### config.mk
export PLATFORM = sky130hd
export DESIGN_NAME = rf_channel_selector_with_scan_core_flat
export DESIGN_NICKNAME = d
export VERILOG_FILES = /design/src/rtl/rfcs_pkg.sv /design/src/rtl/rfcs_if.sv /design/src/rtl/rf_channel_selector_with_scan_core.sv /design/src/rtl/rfcs_update.sv /design/src/flat_wrapper.sv
export SDC_FILE = /design/constraint.sdc
export NUM_CORES = 1
export LEC_CHECK = 0
export BUFFER_PORTS_ARGS = -buffer_cell sky130_fd_sc_hd__buf_2
export CAP_MARGIN = 20
export CORE_UTILIZATION = 40
export DETAILED_ROUTE_END_ITERATION = 16
export GPL_TIMING_DRIVEN = 0
export PLACE_DENSITY = 0.57
export SLEW_MARGIN = 40
export SYNTH_ARGS = -nofsm -noshare
export SYNTH_HDL_FRONTEND = slang
export SYNTH_HIERARCHICAL = 1
export SYNTH_SLANG_ARGS = --single-unit
### constraint.sdc
create_clock -name i_clk -period 5.05 [get_ports i_clk]
set_input_delay 1.01 -clock i_clk [delete_from_list [all_inputs] [get_ports i_clk]]
set_output_delay 1.01 -clock i_clk [all_outputs]
set_load 0.01 [all_outputs]
### src/rtl/rfcs_pkg.sv
// Package for the RF channel selector with scan: payload types, event codes,
// state record, reset values and the band and segment decode tables.
// No dependencies; every other file imports it.
package rfcs_pkg;

    localparam int unsigned ELAPSED_W  = 16;
    localparam int unsigned RSSI_W     = 10;
    localparam int unsigned BAND_W     = 2;
    localparam int unsigned CHAN_W     = 3;
    localparam int unsigned SEG_W      = 7;

    localparam logic [ELAPSED_W-1:0] ELAPSED_MAX   = '1;
    localparam logic [ELAPSED_W-1:0] LOCKOUT_RESET = 16'd200;
    localparam logic [CHAN_W-1:0]    SCAN_LAST     = 3'd7;

    // Event codes carried in the action field.
    typedef enum logic [1:0] {
        ACT_TICK = 2'd0,
        ACT_BAND = 2'd1,
        ACT_CHAN = 2'd2,
        ACT_RSSI = 2'd3
    } t_action;

    typedef struct packed {
        t_action             action;
        logic                lock_switch;
        logic [RSSI_W-1:0]   rssi_value;
    } t_in_item;

    typedef struct packed {
        logic [BAND_W-1:0]   band_pins;
        logic [CHAN_W-1:0]   channel_pins;
        logic [SEG_W-1:0]    segment_pins;
        logic                locked_pulse;
        logic                scan_busy;
        logic                scan_done;
    } t_out_item;

    typedef struct packed {
        logic [BAND_W-1:0]    band_index;
        logic [CHAN_W-1:0]    channel_index;
        logic [BAND_W-1:0]    band_pin_levels;
        logic [CHAN_W-1:0]    channel_pin_levels;
        logic [SEG_W-1:0]     segment_levels;
        logic [ELAPSED_W-1:0] band_elapsed;
        logic [ELAPSED_W-1:0] channel_elapsed;
        logic                 scanning;
        logic [CHAN_W-1:0]    scan_position;
        logic [RSSI_W-1:0]    best_strength;
        logic [CHAN_W-1:0]    best_position;
    } t_state;

    localparam t_state STATE_RESET = '{
        band_index:         '0,
        channel_index:      '0,
        band_pin_levels:    '0,
        channel_pin_levels: 3'd2,
        segment_levels:     '0,
        band_elapsed:       '0,
        channel_elapsed:    '0,
        scanning:           1'b0,
        scan_position:      '0,
        best_strength:      '0,
        best_position:      '0
    };

    // Active-low segment pattern that shows channel index plus one.
    function automatic logic [SEG_W-1:0] seg_code(input logic [CHAN_W-1:0] ch);
        logic [SEG_W-1:0] code;
        unique case (ch)
            3'd0: code = 7'h79;
            3'd1: code = 7'h24;
            3'd2: code = 7'h30;
            3'd3: code = 7'h19;
            3'd4: code = 7'h12;
            3'd5: code = 7'h02;
            3'd6: code = 7'h78;
            3'd7: code = 7'h00;
        endcase
        return code;
    endfunction

    // Band switch levels for each band index.
    function automatic logic [BAND_W-1:0] band_code(input logic [BAND_W-1:0] band);
        logic [BAND_W-1:0] code;
        unique case (band)
            2'd0: code = 2'd3;
            2'd1: code = 2'd0;
            2'd2: code = 2'd1;
            2'd3: code = 2'd2;
        endcase
        return code;
    endfunction

endpackage

### src/rtl/rfcs_if.sv
// Handshake interfaces for the RF channel selector: event input, result
// output and the lockout configuration write channel. Depends on rfcs_pkg.
interface rfcs_in_if
    import rfcs_pkg::*;
();
    logic     valid;
    logic     ready;
    t_in_item payload;
    modport source (output valid, output payload, input ready);
    modport sink   (input valid, input payload, output ready);
endinterface

interface rfcs_out_if
    import rfcs_pkg::*;
();
    logic      valid;
    logic      ready;
    t_out_item payload;
    modport source (output valid, output payload, input ready);
    modport sink   (input valid, input payload, output ready);
endinterface

interface rfcs_cfg_if
    import rfcs_pkg::*;
();
    logic                 valid;
    logic                 ready;
    logic [ELAPSED_W-1:0] wdata;
    modport source (output valid, output wdata, input ready);
    modport sink   (input valid, input wdata, output ready);
endinterface

### src/rtl/rf_channel_selector_with_scan_core.sv
// Top level of the RF band and channel selector with RSSI scan.
// Depends on rfcs_pkg, the interfaces in rfcs_if and rfcs_update.
//
//  Channel   Direction  Payload                                  Transaction
//  i_in      sink       action, lock_switch, rssi_value          one event
//  o_out     source     band/channel/segment pins, flags         one result per event
//  i_cfg     sink       wdata = lockout_ms (16 bit)              one register write
//
// The result of each event is registered at the edge that accepts it and is
// offered on o_out in the next cycle. The output register is the only stage,
// so a new event is accepted in every cycle as long as the
// result register is empty or is being emptied in the same cycle. A stall on
// o_out holds the result, and i_in.ready is low in every cycle in which a held
// result is not taken. The synchronous active-low reset restores all selector
// state and sets lockout_ms to 200.
// Configuration writes are always taken.
module rf_channel_selector_with_scan_core
    import rfcs_pkg::*;
(
    input  logic         i_clk,
    input  logic         i_rst_n,
    rfcs_in_if.sink      i_in,
    rfcs_out_if.source   o_out,
    rfcs_cfg_if.sink     i_cfg
);

    // Selector state: band and channel, lockout counters and scan progress.
    t_state               r_state;
    t_state               n_state;
    logic [ELAPSED_W-1:0] r_lockout;

    // Result register that decouples the output handshake from the input.
    logic                 r_out_valid;
    t_out_item            r_out;
    t_out_item            n_out;

    logic                 in_ready;
    logic                 in_fire;

    assign in_ready = !r_out_valid || o_out.ready;
    assign in_fire  = i_in.valid && in_ready;

    assign i_in.ready    = in_ready;
    assign i_cfg.ready   = 1'b1;
    assign o_out.valid   = r_out_valid;
    assign o_out.payload = r_out;

    // All the work for one event: lockout checks, stepping and scan tracking.
    rfcs_update u_update (
        .i_state   (r_state),
        .i_item    (i_in.payload),
        .i_lockout (r_lockout),
        .o_state   (n_state),
        .o_result  (n_out)
    );

    always_ff @(posedge i_clk) begin
        if (!i_rst_n) begin
            r_state     <= STATE_RESET;
            r_lockout   <= LOCKOUT_RESET;
            r_out_valid <= 1'b0;
        end else begin
            if (i_cfg.valid) begin
                r_lockout <= i_cfg.wdata;
            end
            if (in_fire) begin
                r_state     <= n_state;
                r_out_valid <= 1'b1;
            end else if (o_out.ready) begin
                r_out_valid <= 1'b0;
            end
        end
    end

    // The result payload needs no reset; it is qualified by r_out_valid.
    always_ff @(posedge i_clk) begin
        if (in_fire) begin
            r_out <= n_out;
        end
    end

endmodule

### src/rtl/rfcs_update.sv
// Next-state and result logic for one event of the channel selector.
// Purely combinational; depends on rfcs_pkg.
module rfcs_update
    import rfcs_pkg::*;
(
    input  t_state               i_state,
    input  t_in_item             i_item,
    input  logic [ELAPSED_W-1:0] i_lockout,
    output t_state               o_state,
    output t_out_item            o_result
);

    t_state            nx;
    logic              locked;
    logic              done;
    logic [RSSI_W-1:0] best_s;
    logic [CHAN_W-1:0] best_p;

    always_comb begin
        nx     = i_state;
        locked = 1'b0;
        done   = 1'b0;
        best_s = i_state.best_strength;
        best_p = i_state.best_position;
        unique case (i_item.action)
            ACT_TICK: begin
                if (i_state.band_elapsed != ELAPSED_MAX) begin
                    nx.band_elapsed = i_state.band_elapsed + 16'd1;
                end
                if (i_state.channel_elapsed != ELAPSED_MAX) begin
                    nx.channel_elapsed = i_state.channel_elapsed + 16'd1;
                end
            end
            ACT_BAND: begin
                if (!i_state.scanning && (i_state.band_elapsed > i_lockout)) begin
                    nx.band_elapsed = '0;
                    if (!i_item.lock_switch) begin
                        locked = 1'b1;
                    end else begin
                        nx.band_index         = i_state.band_index + 2'd1;
                        nx.band_pin_levels    = band_code(nx.band_index);
                        nx.scanning           = 1'b1;
                        nx.scan_position      = '0;
                        nx.best_strength      = '0;
                        nx.best_position      = '0;
                        nx.channel_pin_levels = '0;
                    end
                end
            end
            ACT_CHAN: begin
                if (!i_state.scanning && (i_state.channel_elapsed > i_lockout)) begin
                    nx.channel_elapsed = '0;
                    if (!i_item.lock_switch) begin
                        locked = 1'b1;
                    end else begin
                        nx.channel_index      = i_state.channel_index + 3'd1;
                        nx.channel_pin_levels = nx.channel_index;
                        nx.segment_levels     = seg_code(nx.channel_index);
                    end
                end
            end
            ACT_RSSI: begin
                if (i_state.scanning) begin
                    // Strictly greater wins, so ties keep the earlier channel.
                    if (i_item.rssi_value > i_state.best_strength) begin
                        best_s = i_item.rssi_value;
                        best_p = i_state.scan_position;
                    end
                    nx.best_strength = best_s;
                    nx.best_position = best_p;
                    if (i_state.scan_position == SCAN_LAST) begin
                        nx.scanning           = 1'b0;
                        done                  = 1'b1;
                        nx.channel_index      = best_p;
                        nx.channel_pin_levels = best_p;
                        nx.segment_levels     = seg_code(best_p);
                    end else begin
                        nx.scan_position      = i_state.scan_position + 3'd1;
                        nx.channel_pin_levels = nx.scan_position;
                    end
                end
            end
        endcase
    end

    assign o_state               = nx;
    assign o_result.band_pins    = nx.band_pin_levels;
    assign o_result.channel_pins = nx.channel_pin_levels;
    assign o_result.segment_pins = nx.segment_levels;
    assign o_result.locked_pulse = locked;
    assign o_result.scan_busy    = nx.scanning;
    assign o_result.scan_done    = done;

endmodule

### src/flat_wrapper.sv
// flat-port wrapper written by rule: the top's interface ports become plain ports
module rf_channel_selector_with_scan_core_flat import rfcs_pkg::*;
  (i_clk, i_rst_n, i_in_valid, i_in_payload, i_in_ready, o_out_valid, o_out_payload, o_out_ready, i_cfg_valid, i_cfg_wdata, i_cfg_ready);
  rfcs_in_if i_in_i ();
  rfcs_out_if o_out_i ();
  rfcs_cfg_if i_cfg_i ();
  input  logic i_clk;
  input  logic i_rst_n;
  input wire logic [$bits(i_in_i.valid)-1:0] i_in_valid;
  input wire logic [$bits(i_in_i.payload)-1:0] i_in_payload;
  output wire logic [$bits(i_in_i.ready)-1:0] i_in_ready;
  output wire logic [$bits(o_out_i.valid)-1:0] o_out_valid;
  output wire logic [$bits(o_out_i.payload)-1:0] o_out_payload;
  input wire logic [$bits(o_out_i.ready)-1:0] o_out_ready;
  input wire logic [$bits(i_cfg_i.valid)-1:0] i_cfg_valid;
  input wire logic [$bits(i_cfg_i.wdata)-1:0] i_cfg_wdata;
  output wire logic [$bits(i_cfg_i.ready)-1:0] i_cfg_ready;
  assign i_in_i.valid = i_in_valid;
  assign i_in_i.payload = i_in_payload;
  assign i_in_ready = i_in_i.ready;
  assign o_out_valid = o_out_i.valid;
  assign o_out_payload = o_out_i.payload;
  assign o_out_i.ready = o_out_ready;
  assign i_cfg_i.valid = i_cfg_valid;
  assign i_cfg_i.wdata = i_cfg_wdata;
  assign i_cfg_ready = i_cfg_i.ready;
  rf_channel_selector_with_scan_core u_core (.i_clk(i_clk), .i_rst_n(i_rst_n), .i_in(i_in_i), .o_out(o_out_i), .i_cfg(i_cfg_i));
endmodule
==> results of run 1 <==
registers in the layout, summed over array words and instances, names as in the netlist:
| name | cells |
|---|---|
| u_core/o_out.valid | 1 |
| u_core/r_state | 66 |
| u_core/o_out.payload | 15 |
| u_core/r_lockout | 16 |
cells by family after synthesis:
kind of cell             share of synthesized area
AND/OR/NAND/NOR                             0.2108
AO/OA/AOI/OAI                               0.1549
buffers and inverters                      0.07817
multiplexers                                0.1410
flip-flops                                  0.2965
adder cells (fa/ha/maj)                    0.09837
XOR/XNOR                                   0.01967
other                                    0.0005265
placed cells by master (no fill, tap or decap), drive strengths merged, types with 25 or more instances in the layout:
cell type,count
a21oi,42
buf,89
clkbuf,31
dfxtp,83
ha,56
inv,48
mux2i,97
nand2,181
nand3,25
nor2,44
o21ai,39
cells in the mapped netlist (5+ instances only):
master / n / area share
o21a_1: 5 / 0.0053
xor2_1: 8 / 0.0098
buf_2: 13 / 0.0091
a32o_1: 9 / 0.013
nand4_1: 14 / 0.012
a221o_1: 6 / 0.0084
nor2b_1: 19 / 0.017
o211ai_1: 6 / 0.0063
or3_1: 5 / 0.0044
a21oi_1: 42 / 0.030
clkbuf_1: 21 / 0.011
nand3_1: 25 / 0.018
dfxtp_1: 83 / 0.23
nand2_1: 181 / 0.095
buf_6: 8 / 0.013
a21o_1: 8 / 0.0084
ha_1: 56 / 0.098
nand2b_1: 6 / 0.0053
o21ai_0: 38 / 0.027
a31oi_1: 6 / 0.0053
a22o_1: 8 / 0.0098
edfxtp_1: 15 / 0.063
xnor2_1: 8 / 0.0098
nor2_1: 43 / 0.023
nor3_1: 10 / 0.0070
buf_4: 18 / 0.019
inv_1: 46 / 0.024
mux2i_1: 97 / 0.14
and4_1: 5 / 0.0061
critical path, stage by stage:
cell and delay (ps):
buf_2 100, ha_1 290, a21oi_1 150, nand2_1 70, a221oi_1 360, o21a_1 180, buf_4 170, mux2i_1 620
ha_1 360, and3_1 160, a22o_1 200, a221o_1 310, buf_4 130, nand2_1 50, mux2i_1 80
worst max path at each step:
stage,endpoint,cells past startpoint,start
floorplan,u_core/r_state[49],14,i_in_payload[4]
global placement,u_core/r_state[49],15,i_in_payload[4]
detailed placement,u_core/r_state[49],15,i_in_payload[4]
CTS,u_core/r_state[49],15,i_in_payload[4]
global route,u_core/r_state[49],15,i_in_payload[4]
finish,u_core/r_state[49],15,i_in_payload[4]
routing by layer:
metal / track usage / share of wire
met5: 0 / 0
met4: 0.05680 / 0.012
met3: 0.03367 / 0.046
met1: 0.3158 / 0.52
met2: 0.3182 / 0.42
power by group through the flow:
stage / logic, mW / registers [mW] / clock network, mW
after detailed placement: 0.225 / 0.834 / 0
after global routing: 0.248 / 0.818 / 0.710
final: 0.226 / 0.816 / 0.655
after floorplan: 0.149 / 0.835 / 0
after CTS: 0.226 / 0.816 / 0.675
after global placement: 0.223 / 0.834 / 0
stage by stage:
step	instances	hold WS, ps	util
after global routing	1157	481.8	0.4566
final	1157	456.2	0.4566
after CTS	1157	458.9	0.4563
after detailed placement	1141	448.3	0.4408
after floorplan	868	432.2	-
after global placement	1141	448.0	0.4405
cell type report:
| type | instances | area [µm²] |
|---|---|---|
| Clock buffer | 10 | 229.0 |
| Multi-Input combinational cell | 660 | 4466 |
| Buffer | 62 | 376.6 |
| Fill cell | 1767 | 9432 |
| Tap cell | 225 | 281.5 |
| Inverter | 48 | 180.2 |
| Timing Repair Buffer | 48 | 240.2 |
| Clock inverter | 6 | 40.04 |
| Sequential cell | 98 | 2112 |
==> out/metrics.csv, run 1 <==
stage,metric,value,unit
status,status,completed,
grt,global-route wire length before repair,30040,µm
cts,latest clock arrival within the worst-skew pair,360,ps
power_and_ir_drop,Clock power frac,0.386,
routing,1st-pass router iterations,7,
layout,layout cells sized above 1,0.1288,
sta,Final Hold Fails,0,
synth,Post-synth ARST share,0,
die,CORE AREA,0.01736,mm²
grt,GRT Total Usage,0.2136,
layout,antenna diode count,0,
power_and_ir_drop,power per standard cell area,214.1,mW/mm²
synth,Syn Nets,958,
die,Die Span Y,135.4,µm
critical_path,"setup slack, reg-to-reg",1370,ps
cts,clk root buf,clkbuf_16,
layout,Layout Nets,1017,
die,Die W,135.4,µm
critical_path,RR Endpoint,u_core/r_state[49],
sta,RSZ-0062 raised after global routing,no,
routing,via/cell ratio,5.345,
sta,Setup TNS,0,ps
place,Place WS,713.4,ps
cts,postcts setup bufs,0,
synth,Synth Register Bits,98,
sta,Slew @ Worst Pin,797.8,ps
sta,clock skew,10.23,ps
cts,total clock sinks,98,
place,placed cell areas,0.007651,mm²
power_and_ir_drop,switching part of the total power,0.2776,
routing,Wirelength per Cell,16.16,µm
job,Max-Cap Viols,0,
synth,ys flop type,dfxtp_1,
cts,clock buffer count from CTS,9,
grt,total congestion overflow,0,
power_and_ir_drop,total internal power,1.226,mW
synth,Post-Syn Instances,868,
critical_path,Crit Path Max Fanout,9,
power_and_ir_drop,VDD IR max,0.2084,mV
sta,minimum clock period,4017,ps
cts,post-CTS sizing,0,
routing,via count,6184,
grt,largest net degree at the start of global routing,25,
die,Initial Util,0.4104,
cts,CTS tree,done,
place,gpl congestion,0.8735,
critical_path,R2R depth,15,
routing,DRT Wirelength,18700,µm
power_and_ir_drop,leakage power total,3.193,nW
grt,initial antenna violation count,0,
cts,Worst-path clk slew,70,ps
min_path,WHS Path Cells,2,
sta,Final Cycle Share,0.7954,
critical_path,Worst Setup End Kind,flip-flop,
sta,fmax,249.0,MHz
cts,# hold bufs at CTS,0,
place,HPWL Detailed,13850,µm
cts,Max clock buf depth,2,
min_path,Tightest Hold Check Type,flip-flop to flip-flop,
power_and_ir_drop,Sw Pwr,0.4711,mW
sta,relative slew slack,0.4643,
synth,number of flops mapped to enable cells by yosys,15,
sta,# setup viols final,0,
layout,area delta synth->final,11.26,%
min_path,Worst Hold Launch,u_core/r_state[63],
synth,synthesized area,0.007123,mm²
die,Site Rows,48,
synth,synth warn,6,
sta,setup ws final,1033,ps
critical_path,Setup Crit Path Kind,input pin to flip-flop,
synth,sequential fraction of the synthesis area,0.2965,
cts,H-tree depth,3,
min_path,worst-case hold path end point,u_core/r_state[63],
routing,Iter 0 DRT Violations,501,
routing,drc violations,0,
layout,Final Instance Area,0.007925,mm²
place,number of buffers added on ports,48,
power_and_ir_drop,Flop pwr share,0.481,
critical_path,CP startpoint kind,input pin,
grt,vias in the first global route,5564,
die,# IOs,52,
critical_path,CP Data Required Time,5290,ps
routing,Routed Antenna Nets,0,
synth,Synth cell types,67,
power_and_ir_drop,Logic pwr share,0.133,
critical_path,RR Startpoint,u_core/r_state[7],
power_and_ir_drop,overall power,1.697,mW
die,die area,0.01835,mm²
sta,"Slew Viols, Final",0,
critical_path,crit path DAT,4260,ps
synth,Syn Area/Cell,8.206,µm²
Power figures use the tool's default switching activity.
==> run 2, diff against run 1 <==
--- a/config.mk
+++ b/config.mk
@@ -5,6 +5,7 @@
 export SDC_FILE = /design/constraint.sdc
 export NUM_CORES = 1
 export LEC_CHECK = 0
+export ABC_AREA = 1
 export BUFFER_PORTS_ARGS = -buffer_cell sky130_fd_sc_hd__buf_2
 export CAP_MARGIN = 20
 export CORE_UTILIZATION = 40
==> constraint.sdc (replaced) <==
create_clock -name i_clk -period 3.79 [get_ports i_clk]
set_input_delay 0.758 -clock i_clk [delete_from_list [all_inputs] [get_ports i_clk]]
set_output_delay 0.758 -clock i_clk [all_outputs]
set_load 0.01 [all_outputs]
==> run 2 against run 1 <==
Critical endpoint is now u_core/r_state[56]. Largest power group unchanged. Sequential cell count unchanged. Hold slack better by 1.0 ps. Wire length is 26% higher.
==> out/metrics.csv, run 2 <==
stage,metric,value,unit
routing,Routed Antenna Nets,0,
synth,Syn Nets,1390,
sta,clock skew,7.313,ps
synth,Synth Area in Compound Gates,0.1541,
die,Die Span Y,144.1,µm
grt,initial antenna violation count,0,
critical_path,Crit Path Max Fanout,10,
min_path,Tightest Hold Check Type,flip-flop to flip-flop,
critical_path,CP Data Required Time,4040,ps
place,HPWL Detailed,17720,µm
sta,# setup viols final,0,
layout,most frequent cells in the layout,"nand2_1 (304), inv_1 (197), nand3_1 (141)",
synth,post-synthesis mux area share,0,
layout,area delta synth->final,10.33,%
job,Max-Cap Viols,0,
layout,max reg flops,66,
layout,Largest Register,u_core/r_state,
layout,Util after Layout,0.4534,
layout,antenna diode count,0,
routing,via/cell ratio,5.044,
cts,post-CTS sizing,0,
sta,Final Cycle Share,0.7515,
routing,DRT Wirelength,23640,µm
cts,clk root buf,clkbuf_16,
place,number of buffers added on ports,48,
sta,RSZ-0062 raised after global routing,no,
synth,Synth Area in Simple Gates,0.3351,
place,gpl congestion,0.8824,
cts,Worst-path clk slew,70,ps
synth,post-synthesis xor/xnor area fraction,0.008675,
sta,Final Hold Fails,0,
critical_path,Setup Crit Path Kind,flip-flop to flip-flop,
synth,Post-synth ARST share,0,
cts,clock buffer count from CTS,9,
sta,worst hold slack,457.2,ps
layout,"commonest non-fill, non-tap cell in the layout",nand2_1,
critical_path,Worst Setup End Kind,flip-flop,
cts,Max clock buf depth,2,
die,die area,0.02076,mm²
synth,most frequent cells after synthesis,"nand2_1 (304), inv_1 (197), nand3_1 (141), nor2_1 (134), a21oi_1 (104)",
synth,Synth cell types,43,
layout,# fillers,2190,
critical_path,CP startpoint kind,flip-flop,
sta,minimum clock period,2848,ps
synth,ys flop type,dfxtp_1,
synth,Yosys top cell by area,dfxtp_1,
synth,synthesized area,0.008076,mm²
grt,largest net degree at the start of global routing,16,
synth,share of the synthesized area in the top cell type,0.2057,
synth,synth warn,6,
cts,postcts setup bufs,0,
die,CORE AREA,0.01965,mm²
synth,main combinational cell family by area after synthesis,simple AND/OR/NAND/NOR gates,
cts,latest clock arrival within the worst-skew pair,360,ps
place,Place WS,578.6,ps
die,Initial Util,0.4109,
routing,via count,8216,
sta,Slew @ Worst Pin,722.1,ps
layout,Layout Nets,1449,
grt,GRT Total Usage,0.2370,
routing,drc violations,0,
cts,CTS tree,done,
cts,# hold bufs at CTS,0,
grt,global-route wire length before repair,38140,µm
sta,"Slew Viols, Final",0,
synth,sequential fraction of the synthesis area,0.2615,
synth,Area contributors post-synth,"dfxtp_1 (21%), nand2_1 (14%), inv_1 (9.2%), nand3_1 (8.7%), ha_1 (8.7%)",
grt,total congestion overflow,0,
layout,layout cells sized above 1,0.1166,
sta,Setup TNS,0,ps
routing,Wirelength per Cell,14.51,µm
synth,most frequent cell after synthesis,nand2_1,
sta,fmax,351.1,MHz
routing,Iter 0 DRT Violations,610,
synth,Post-Synth Adder-Cell Area,0.08675,
power_and_ir_drop,VDD IR max,0.2076,mV
routing,1st-pass router iterations,5,
critical_path,crit path DAT,3100,ps
power_and_ir_drop,leakage power total,4.441,nW
grt,vias in the first global route,7463,
synth,Syn Area/Cell,6.213,µm²
die,# IOs,52,
status,status,completed,
sta,setup ws final,941.8,ps
synth,Synth Register Bits,98,
synth,number of flops mapped to enable cells by yosys,15,
cts,H-tree depth,3,
sta,relative slew slack,0.5168,
die,Die W,144.1,µm
synth,Post-Syn Instances,1300,
cts,total clock sinks,98,
power_and_ir_drop,power per standard cell area,333.4,mW/mm²
die,Site Rows,51,
## run 2: cell count changes after synthesis, moves of 11 or more
| cell | change |
|---|---|
| o21ai_1 | +27 |
| nand2_2 | +11 |
| nand2_1 | +123 |
| buf_2 | +12 |
| nor2b_1 | -19 |
| mux2i_1 | -97 |
| o21ai_0 | +36 |
| nand3_1 | +116 |
| nor2_1 | +91 |
| a21oi_1 | +62 |
| inv_1 | +151 |
## run 2: per-stage QoR
step / total power [mW] / std cells / area, µm²
after global routing: 3.164 / 1629 / 8911
after floorplan: 1.874 / 1300 / 8077
after detailed placement: 2.114 / 1613 / 8648
after global placement: 2.105 / 1613 / 8648
after CTS: 2.994 / 1629 / 8911
final: 2.971 / 1629 / 8911
## run 2: routing by layer
metal / routed length, µm / GRT usage / vias to the layer above / part of all wire
met5: 0 / 0 / - / 0
met4: 493 / 0.08007 / 0 / 0.021
met3: 816 / 0.03013 / 32 / 0.035
met2: 11160 / 0.4155 / 174 / 0.47
met1: 11170 / 0.2975 / 3745 / 0.47
li1: - / - / 4265 / -
## run 2: cells by family after synthesis
group | count (synthesis)
and+or+nand+nor | 626
buffers and inverters | 276
AOI/OAI and AO/OA | 235
DFF | 98
adders and majority gates | 56
xor gates and xnor gates | 8
other | 1
## run 2: final timing paths
| check | startpoint | to | slack, ps | depth (start not counted) |
|---|---|---|---|---|
| worst max-delay path | u_core/r_state[22] | u_core/r_state[56] | 940 | 19 |
| worst min-delay path | u_core/r_lockout[3] | u_core/r_lockout[3] | 460 | 2 |
| worst max register to register | u_core/r_state[22] | u_core/r_state[56] | 940 | 19 |
| worst min register to register | u_core/r_lockout[3] | u_core/r_lockout[3] | 460 | 2 |
## run 2: cell type report
cell class | instances | area [µm²] | area share
tap | 265 | 331.6 | 0.03721
inverter | 203 | 764.5 | 0.08579
timing repair buffer | 48 | 240.2 | 0.02696
multi-input combinational | 926 | 4726 | 0.5303
clock inverter | 6 | 33.78 | 0.003791
buffer | 73 | 474.2 | 0.05322
clock buffer | 10 | 229.0 | 0.02570
sequential | 98 | 2112 | 0.2370
## run 2: worst max-delay path: stages (launching register included)
cell,delay [ps]
dfxtp_1,580
ha_1,320
a21oi_1,160
nor2_1,50
nor2_1,80
nand2_1,90
nand2_1,80
nand2_2,130
nand2_2,180
buf_2,290
nand2_1,80
nand3_1,70
nand3_1,80
nand2_1,90
nand2_1,100
buf_4,140
inv_1,40
nand3_1,70
nand2_1,70
nor2_1,40
## run 2: report_power, final
group          switching [mW]  internal, mW
sequential             0.0892          1.14
clock                   0.432         0.441
combinational           0.541         0.323
